## config.mk

```make
export PLATFORM = sky130hd
export DESIGN_NAME = key_debounce_latch_flat
export DESIGN_NICKNAME = d
export VERILOG_FILES = /design/src/rtl/kdl_pkg.sv /design/src/rtl/kdl_if.sv /design/src/rtl/kdl_cfg_regs.sv /design/src/rtl/kdl_core.sv /design/src/rtl/key_debounce_latch.sv /design/src/flat_wrapper.sv
export SDC_FILE = /design/constraint.sdc
export NUM_CORES = 1
export LEC_CHECK = 0
export CAP_MARGIN = 30
export CORE_ASPECT_RATIO = 0.8
export CORE_MARGIN = 5
export CORE_UTILIZATION = 30
export CTS_BUF_LIST = sky130_fd_sc_hd__clkbuf_8
export CTS_CLUSTER_SIZE = 28
export DETAILED_ROUTE_END_ITERATION = 12
export DONT_BUFFER_PORTS = 1
export MAX_ROUTING_LAYER = met4
export PLACE_DENSITY_LB_ADDON = 0.2
export SYNTH_ARGS = -nofsm -noshare
export SYNTH_HDL_FRONTEND = slang
export SYNTH_SLANG_ARGS = --single-unit
```

## constraint.sdc

```tcl
create_clock -name clk_i -period 7.15 [get_ports clk_i]
set_input_delay 1.0725 -clock clk_i [delete_from_list [all_inputs] [get_ports clk_i]]
set_output_delay 1.0725 -clock clk_i [all_outputs]
set_load 0.05 [all_outputs]
```

## src/rtl/kdl_pkg.sv

```systemverilog
// Shared types, codes and constants for the key debounce latch.
// No dependencies; every other file imports this package.
package kdl_pkg;

  localparam int unsigned KeyW   = 8;
  localparam int unsigned ModeW  = 2;
  localparam int unsigned HoldW  = 3;
  localparam int unsigned IdleW  = 7;
  localparam int unsigned RegIdxW = 3;
  localparam int unsigned CfgDataW = 8;

  localparam logic [HoldW-1:0] HoldNormal = 3'd3;
  localparam logic [HoldW-1:0] HoldCont   = 3'd6;
  localparam logic [IdleW-1:0] IdleLimit  = 7'd120;

  typedef enum logic [ModeW-1:0] {
    MODE_SAMPLE   = 2'd0,
    MODE_READ_KEY = 2'd1,
    MODE_READ_FN  = 2'd2
  } mode_e;

  typedef enum logic [RegIdxW-1:0] {
    REG_CONT_MODE   = 3'd0,
    REG_BEEP_ENABLE = 3'd1,
    REG_NO_KEY      = 3'd2,
    REG_ENTER       = 3'd3,
    REG_CANCEL      = 3'd4,
    REG_FN          = 3'd5,
    REG_FUN2        = 3'd6
  } reg_idx_e;

  typedef struct packed {
    logic            continuous_mode;
    logic            beep_enable;
    logic [KeyW-1:0] no_key_code;
    logic [KeyW-1:0] enter_code;
    logic [KeyW-1:0] cancel_code;
    logic [KeyW-1:0] fn_code;
    logic [KeyW-1:0] fun2_code;
  } cfg_t;

  typedef struct packed {
    logic [ModeW-1:0] mode;
    logic [KeyW-1:0]  key_sample;
    logic             powered_off;
  } item_t;

  typedef struct packed {
    logic [KeyW-1:0] key_out;
    logic            beep;
  } result_t;

  function automatic logic is_fn_key(input cfg_t cfg, input logic [KeyW-1:0] k);
    return (k == cfg.fn_code) || (k == cfg.fun2_code);
  endfunction

  function automatic logic is_release_only(input cfg_t cfg, input logic [KeyW-1:0] k);
    return (k == cfg.enter_code) || (k == cfg.cancel_code) || is_fn_key(cfg, k);
  endfunction

endpackage

```

## src/rtl/kdl_if.sv

```systemverilog
// Valid/ready channel interfaces: input items, result items, register writes.
// Depends on kdl_pkg for field widths.
interface kdl_in_if;
  import kdl_pkg::*;
  logic             valid;
  logic             ready;
  logic [ModeW-1:0] mode;
  logic [KeyW-1:0]  key_sample;
  logic             powered_off;
  modport source (output valid, output mode, output key_sample, output powered_off,
                  input ready);
  modport sink   (input valid, input mode, input key_sample, input powered_off,
                  output ready);
endinterface

interface kdl_out_if;
  import kdl_pkg::*;
  logic            valid;
  logic            ready;
  logic [KeyW-1:0] key_out;
  logic            beep;
  modport source (output valid, output key_out, output beep, input ready);
  modport sink   (input valid, input key_out, input beep, output ready);
endinterface

interface kdl_cfg_if;
  import kdl_pkg::*;
  logic                valid;
  logic                ready;
  logic [RegIdxW-1:0]  index;
  logic [CfgDataW-1:0] data;
  modport source (output valid, output index, output data, input ready);
  modport sink   (input valid, input index, input data, output ready);
endinterface

```

## src/rtl/kdl_cfg_regs.sv

```systemverilog
// Configuration register file of the key debounce latch.
// Depends on kdl_pkg and kdl_cfg_if.
module kdl_cfg_regs (
  input  logic          clk_i,
  input  logic          rst_ni,
  kdl_cfg_if.sink       cfg_i,
  output kdl_pkg::cfg_t cfg_o
);
  import kdl_pkg::*;

  cfg_t cfg_q, cfg_d;

  assign cfg_i.ready = 1'b1;
  assign cfg_o       = cfg_q;

  always_comb begin
    cfg_d = cfg_q;
    if (cfg_i.valid) begin
      case (reg_idx_e'(cfg_i.index))
        REG_CONT_MODE:   cfg_d.continuous_mode = cfg_i.data[0];
        REG_BEEP_ENABLE: cfg_d.beep_enable     = cfg_i.data[0];
        REG_NO_KEY:      cfg_d.no_key_code     = cfg_i.data;
        REG_ENTER:       cfg_d.enter_code      = cfg_i.data;
        REG_CANCEL:      cfg_d.cancel_code     = cfg_i.data;
        REG_FN:          cfg_d.fn_code         = cfg_i.data;
        REG_FUN2:        cfg_d.fun2_code       = cfg_i.data;
        default:         cfg_d = cfg_q; // drop writes beyond the register list
      endcase
    end
  end

  always_ff @(posedge clk_i or negedge rst_ni) begin
    if (!rst_ni) begin
      cfg_q.continuous_mode <= 1'b0;
      cfg_q.beep_enable     <= 1'b0;
      cfg_q.no_key_code     <= 8'd0;
      cfg_q.enter_code      <= 8'd1;
      cfg_q.cancel_code     <= 8'd2;
      cfg_q.fn_code         <= 8'd3;
      cfg_q.fun2_code       <= 8'd4;
    end else begin
      cfg_q <= cfg_d;
    end
  end

endmodule

```

## src/rtl/kdl_core.sv

```systemverilog
// Debounce, latch and consume logic with its state registers.
// Depends on kdl_pkg.
module kdl_core (
  input  logic             clk_i,
  input  logic             rst_ni,
  input  kdl_pkg::cfg_t    cfg_i,
  input  kdl_pkg::item_t   item_i,
  input  logic             advance_i,
  output kdl_pkg::result_t result_o
);
  import kdl_pkg::*;

  logic [KeyW-1:0]  prev_q, prev_d;
  logic [HoldW-1:0] hold_q, hold_d;
  logic [IdleW-1:0] idle_q, idle_d;
  logic [KeyW-1:0]  latched_q, latched_d;

  logic [HoldW-1:0] thr;
  logic [HoldW-1:0] hold_inc;
  logic [IdleW-1:0] idle_inc;

  always_comb begin
    prev_d    = prev_q;
    hold_d    = hold_q;
    idle_d    = idle_q;
    latched_d = latched_q;
    result_o.key_out = latched_q;
    result_o.beep    = 1'b0;
    thr      = cfg_i.continuous_mode ? HoldCont : HoldNormal;
    hold_inc = (hold_q < thr) ? hold_q + 3'd1 : hold_q;
    idle_inc = idle_q + 7'd1;

    case (mode_e'(item_i.mode))
      MODE_SAMPLE: begin
        if (!item_i.powered_off) begin
          if (item_i.key_sample != cfg_i.no_key_code) begin
            idle_d = '0;
            if (item_i.key_sample == prev_q) begin
              hold_d = hold_inc;
              if (hold_inc >= thr) begin
                if (cfg_i.continuous_mode && !is_release_only(cfg_i, item_i.key_sample)) begin
                  latched_d = item_i.key_sample;
                  hold_d    = '0;
                end
                result_o.beep = cfg_i.beep_enable;
              end
            end else begin
              latched_d = cfg_i.no_key_code;
              hold_d    = '0;
            end
          end else begin
            // release: latch a qualified key unless it already repeated
            if (hold_q >= thr && (!cfg_i.continuous_mode || is_release_only(cfg_i, prev_q))) begin
              latched_d = prev_q;
            end
            hold_d = '0;
            if (idle_inc >= IdleLimit) begin
              latched_d = cfg_i.no_key_code;
              idle_d    = '0;
            end else begin
              idle_d = idle_inc;
            end
          end
          prev_d = item_i.key_sample;
        end
        result_o.key_out = latched_d;
      end
      MODE_READ_KEY: begin
        if (!is_fn_key(cfg_i, latched_q)) latched_d = cfg_i.no_key_code;
      end
      MODE_READ_FN: begin
        if (is_fn_key(cfg_i, latched_q)) latched_d = cfg_i.no_key_code;
      end
      default: begin
        latched_d = latched_q; // undefined mode reads without consuming
      end
    endcase
  end

  always_ff @(posedge clk_i or negedge rst_ni) begin
    if (!rst_ni) begin
      prev_q    <= '0;
      hold_q    <= '0;
      idle_q    <= '0;
      latched_q <= '0;
    end else if (advance_i) begin
      prev_q    <= prev_d;
      hold_q    <= hold_d;
      idle_q    <= idle_d;
      latched_q <= latched_d;
    end
  end

endmodule

```

## src/rtl/key_debounce_latch.sv

```systemverilog
// Key debounce latch: debounces key-code samples, latches keys, serves reads.
// An input transaction passes through the input register and then the result register
// before its result transaction; throughput 1 item/cycle while out_o.ready stays high, set by
// the input register feeding the result register.
// rst_ni (async, active low) clears the key state, result valid and config to defaults.
// Depends on kdl_pkg, kdl_if, kdl_cfg_regs and kdl_core.
module key_debounce_latch (
  input  logic       clk_i,
  input  logic       rst_ni,
  kdl_in_if.sink     in_i,
  kdl_out_if.source  out_o,
  kdl_cfg_if.sink    cfg_i
);
  import kdl_pkg::*;

  cfg_t    cfg;
  result_t result;

  // Input register stage.
  logic  in_valid_q;
  item_t in_item_q;

  // Result register stage.
  logic    out_valid_q;
  result_t out_q;

  logic out_free;
  logic advance;

  // The result register frees when empty or when its transaction completes;
  // the input stage advances into it whenever it holds an item and it is free.
  assign out_free   = !out_valid_q || out_o.ready;
  assign advance    = in_valid_q && out_free;
  assign in_i.ready = !in_valid_q || advance;

  assign out_o.valid   = out_valid_q;
  assign out_o.key_out = out_q.key_out;
  assign out_o.beep    = out_q.beep;

  kdl_cfg_regs u_cfg (
    .clk_i  (clk_i),
    .rst_ni (rst_ni),
    .cfg_i  (cfg_i),
    .cfg_o  (cfg)
  );

  // Key state updates in the same edge the item moves to the result register,
  // so the next item in the input register always sees up-to-date state.
  kdl_core u_core (
    .clk_i     (clk_i),
    .rst_ni    (rst_ni),
    .cfg_i     (cfg),
    .item_i    (in_item_q),
    .advance_i (advance),
    .result_o  (result)
  );

  always_ff @(posedge clk_i or negedge rst_ni) begin
    if (!rst_ni) begin
      in_valid_q  <= 1'b0;
      out_valid_q <= 1'b0;
    end else begin
      if (in_i.ready) begin
        in_valid_q <= in_i.valid;
      end
      if (out_free) begin
        out_valid_q <= in_valid_q;
      end
    end
  end

  // Payload registers: capture on transaction, hold otherwise.
  always_ff @(posedge clk_i) begin
    if (in_i.valid && in_i.ready) begin
      in_item_q.mode        <= in_i.mode;
      in_item_q.key_sample  <= in_i.key_sample;
      in_item_q.powered_off <= in_i.powered_off;
    end
    if (advance) begin
      out_q <= result;
    end
  end

endmodule
```

## src/flat_wrapper.sv

```systemverilog
// flat-port wrapper written by rule: the top's interface ports become plain ports
module key_debounce_latch_flat import kdl_pkg::*;
  (clk_i, rst_ni, in_i_valid, in_i_mode, in_i_key_sample, in_i_powered_off, in_i_ready, out_o_valid, out_o_key_out, out_o_beep, out_o_ready, cfg_i_valid, cfg_i_index, cfg_i_data, cfg_i_ready);
  kdl_in_if in_i_i ();
  kdl_out_if out_o_i ();
  kdl_cfg_if cfg_i_i ();
  input  logic clk_i;
  input  logic rst_ni;
  input wire logic [$bits(in_i_i.valid)-1:0] in_i_valid;
  input wire logic [$bits(in_i_i.mode)-1:0] in_i_mode;
  input wire logic [$bits(in_i_i.key_sample)-1:0] in_i_key_sample;
  input wire logic [$bits(in_i_i.powered_off)-1:0] in_i_powered_off;
  output wire logic [$bits(in_i_i.ready)-1:0] in_i_ready;
  output wire logic [$bits(out_o_i.valid)-1:0] out_o_valid;
  output wire logic [$bits(out_o_i.key_out)-1:0] out_o_key_out;
  output wire logic [$bits(out_o_i.beep)-1:0] out_o_beep;
  input wire logic [$bits(out_o_i.ready)-1:0] out_o_ready;
  input wire logic [$bits(cfg_i_i.valid)-1:0] cfg_i_valid;
  input wire logic [$bits(cfg_i_i.index)-1:0] cfg_i_index;
  input wire logic [$bits(cfg_i_i.data)-1:0] cfg_i_data;
  output wire logic [$bits(cfg_i_i.ready)-1:0] cfg_i_ready;
  assign in_i_i.valid = in_i_valid;
  assign in_i_i.mode = in_i_mode;
  assign in_i_i.key_sample = in_i_key_sample;
  assign in_i_i.powered_off = in_i_powered_off;
  assign in_i_ready = in_i_i.ready;
  assign out_o_valid = out_o_i.valid;
  assign out_o_key_out = out_o_i.key_out;
  assign out_o_beep = out_o_i.beep;
  assign out_o_i.ready = out_o_ready;
  assign cfg_i_i.valid = cfg_i_valid;
  assign cfg_i_i.index = cfg_i_index;
  assign cfg_i_i.data = cfg_i_data;
  assign cfg_i_ready = cfg_i_i.ready;
  key_debounce_latch u_core (.clk_i(clk_i), .rst_ni(rst_ni), .in_i(in_i_i), .out_o(out_o_i), .cfg_i(cfg_i_i));
endmodule
```

==> flow_summary.toml <==
[place]
gp_congestion = 0.829
hpwl_mm = 12.0
post-place-ws_ps = 3410
port_buffers = 0

[global_route]
grt_start_max_net_pins = 71
antenna_found_initial = 0
track_usage_pct = 15.8
grt_first_pass_wirelength_mm = 25.5
grt_pass1_vias = 4089
grt_remaining_overflow = 0

[floorplanning]
die_area_um2 = 21900
die_w_um = 164
core_um2 = 18800
std_cell_rows = 45
fp.dieH_um = 133
io_pins = 39
initial_core_util_pct = 30.3

[route]
drc = 0
wl_mm = 16.2
first_pass_iters = 5
vias_per_cell = 5.13
initialDrtViolationCount = 392
vias = 4054
ant_nets = 0
wl_per_cell_um = 20.5

[cts]
cts_buffer_depth = 2
clock_latency_ps = 380
cts_setup_buffers = 0
cts_tree = "yes"
htreeDepth = 3
clk_pin_slew_ps = 100
cts_resized = 0
hold_buffers = 0
numCtsBuffers = 9
cts-root-buf = "clkbuf_8"
clock_sinks = 90

[synthesis]
ys_seq_elements = 90
synth_area_per_cell_um2 = 10.3
async_reset_ff_share_pct = 77.8
yosysTopAreaCell = "dfrtp_1"
synth_cell_type_count = 57
synth_cells = 553
synth_flop_cell = "dfrtp_1"
ys_warn_count = 0
yosys-top-cells-area = "dfrtp_1 (29%), edfxtp_1 (11%), mux2_2 (9.1%), xor2_1 (8.6%), xnor2_1 (6.8%)"
synth_edf_count = 20
yosysTopAreaCellShare_pct = 28.6
syn_nets = 590
syn_area_um2 = 5690
ys_seq_area_share_pct = 41.4

[cells_and_area]
diodes = 0
nNetsFinal = 564
syn2layout_area_growth_pct = 5.78
drive_gt1_share_pct = 16.4

[sta]
min_period_ps = 3780
skew_ps = 14.3
timing_hold_violations_final = 0
worst_slack_ps = 3370
slew_viol_final = 0
rsz0062_at_grt = "no"
setup-tns-final_ps = 0
period_share_pct = 52.8
slew_headroom_pct = 34.5
setup_viol = 0
worstMarginPinSlew_ps = 978
fmax_mhz = 265

[pwr]
p_sw_w = 0.000610
power-per-cell-area_nw_per_um2 = 276
power.share.clock_pct = 23.1
p_leak_nw = 2.40
power_frac_comb_pct = 24.9
p_seq_share_pct = 52.1
p_sw_share_pct = 36.7
peakVddDrop_uv = 157
intPower_w = 0.00105

[critical_path]
cpMostUsedCell = "ha_1"
crit_fanout = 8
r2r-end = "u_core.u_core.latched_q[1]"
crit_type = "register to register"
critPathRequiredTime_ps = 7430
cpMaxStageDelayCell = "nor4_4"
worst_setup_path_end_kind = "register"
slowest_delay_ps = 670
start_kind = "register"
crit_chain = "inv_1, ha_1, and3b_1, nor2_1, nand2_1, xnor2_1, ha_1, o221a_2, o221ai_2, nor4_4, mux2_2, a2bb2oi_2, a211oi_1"
r2r_slack_ps = 3370
r2r-start = "u_core.u_cfg.cfg_o[41]"
cp.arrival_ps = 4060
r2r_cells = 13

[run]
max-cap-violations = 0

[status]
status = "completed"

[min_path]
hp-class = "input pin to async pin"
-- per-stage QoR --
step	hold WS, ps	cell area, um2	utilization, %	instances	power (W)
3_5_place_dp	484	5810	30.9	774	0.00128
2_1_floorplan	446	5690	-	553	0.00118
4_1_cts	359	6020	32.0	790	0.00168
3_3_place_gp	469	5800	30.8	772	0.00127
5_1_grt	345	6020	32.0	790	0.00177
6_report	377	6020	32.0	790	0.00166
-- kinds of logic (layout without fill, tap and decap cells) --
family,Yosys count,in the layout,synth area share (%)
AND/OR/NAND/NOR,175,175,16.3
XOR/XNOR,100,100,15.4
adder cells (fa/ha/maj),10,10,2.20
flip-flops,90,90,41.4
other,1,1,0.0659
multiplexers,56,56,10.9
AO/OA/AOI/OAI,71,71,9.10
buffers and inverters,50,29,4.68
-- cell usage after synthesis, types with 4 or more instances --
| library cell | count |
|---|---|
| nand2b_1 | 8 |
| mux2_2 | 46 |
| xnor2_1 | 44 |
| mux2i_1 | 8 |
| dfstp_2 | 5 |
| a21oi_1 | 9 |
| inv_1 | 10 |
| ha_1 | 10 |
| dfrtp_1 | 65 |
| nor3_1 | 16 |
| o21ai_0 | 15 |
| buf_4 | 7 |
| nand3_1 | 5 |
| a2bb2oi_2 | 7 |
| buf_2 | 18 |
| clkbuf_1 | 9 |
| o21ai_1 | 13 |
| xor2_1 | 56 |
| nand4_1 | 10 |
| edfxtp_1 | 20 |
| a211oi_1 | 8 |
| nor2_1 | 41 |
| buf_6 | 4 |
| nor3b_1 | 8 |
| nand2_1 | 48 |
| nor4_1 | 12 |
-- how the worst max path moves through the flow --
stage                                 from                    endpoint  slack, ps  depth (start not counted)
global placement    u_core.u_cfg.cfg_o[41]  u_core.u_core.latched_q[5]       3560                         13
global route        u_core.u_cfg.cfg_o[41]  u_core.u_core.latched_q[3]       3090                         13
detailed placement  u_core.u_cfg.cfg_o[41]  u_core.u_core.latched_q[7]       3410                         13
CTS                 u_core.u_cfg.cfg_o[41]  u_core.u_core.latched_q[7]       3380                         13
floorplan           u_core.u_cfg.cfg_o[41]  u_core.u_core.latched_q[0]       3920                         13
finish              u_core.u_cfg.cfg_o[41]  u_core.u_core.latched_q[1]       3370                         13
-- flip-flops by register name (all words and copies together) (netlist names) --
signal and cells:
u_core.out_o.beep 1, u_core.u_core.hold_q 3, u_core.u_core.latched_q 8, u_core.u_core.idle_q 7, u_core.in_valid_q 1, u_core.in_item_q 11
u_core.u_core.prev_q 8, u_core.out_o.valid 1, u_core.out_o.key_out 8, u_core.u_cfg.cfg_o 42
-- power by group through the flow --
stage | clock (W) | sequential [W] | combinational (W)
2_1_floorplan | 0 | 0.000739 | 0.000437
3_3_place_gp | 0 | 0.000872 | 0.000401
3_5_place_dp | 0 | 0.000874 | 0.000410
4_1_cts | 0.000398 | 0.000864 | 0.000414
5_1_grt | 0.000424 | 0.000881 | 0.000461
6_report | 0.000384 | 0.000866 | 0.000413
-- worst max-delay path: cells and delay by family, from the launching register on --
kind	cells	cell delay, ps
adder cells (fa/ha/maj)	2	570
multiplexers	1	420
buffers and inverters	1	180
AO/OA/AOI/OAI	4	720
AND/OR/NAND/NOR	4	1230
XOR/XNOR	1	160
flip-flops	1	390
-- cells in the final DEF, fill, tap and decap left out, types with 5 or more instances in the layout --
cell type,synthesis,layout
a21oi_1,9,9
xor2_1,56,56
nor4_1,12,12
inv_1,10,13
clkbuf_8,0,9
o21ai_1,13,13
nand2b_1,8,8
a2bb2oi_2,7,7
nand2_1,48,48
a211oi_1,8,8
nand4_1,10,10
nor2_1,41,41
o21ai_0,15,15
mux2_2,46,46
edfxtp_1,20,20
nor3_1,16,16
dfstp_2,5,5
ha_1,10,10
mux2i_1,8,8
xnor2_1,44,44
dfrtp_1,65,65
nor3b_1,8,8
nand3_1,5,5
-- layout make-up --
type / count / area [um2]
Sequential cell: 90 / 2360
Inverter: 10 / 37.5
Timing Repair Buffer: 3 / 22.5
Clock buffer: 9 / 124
Fill cell: 1946 / 12800
Tap cell: 258 / 323
Multi-Input combinational cell: 413 / 3070
Clock inverter: 7 / 88.8
-- layer usage --
layer	share of wire, %	vias to the layer above	global-route usage (%)
li1	-	1869	-
met1	49	2060	22.7
met2	44	107	22.7
met3	4.8	18	3.53
met4	1.3	0	3.63
met5	0	-	-
(Power assumes the default switching activity.)
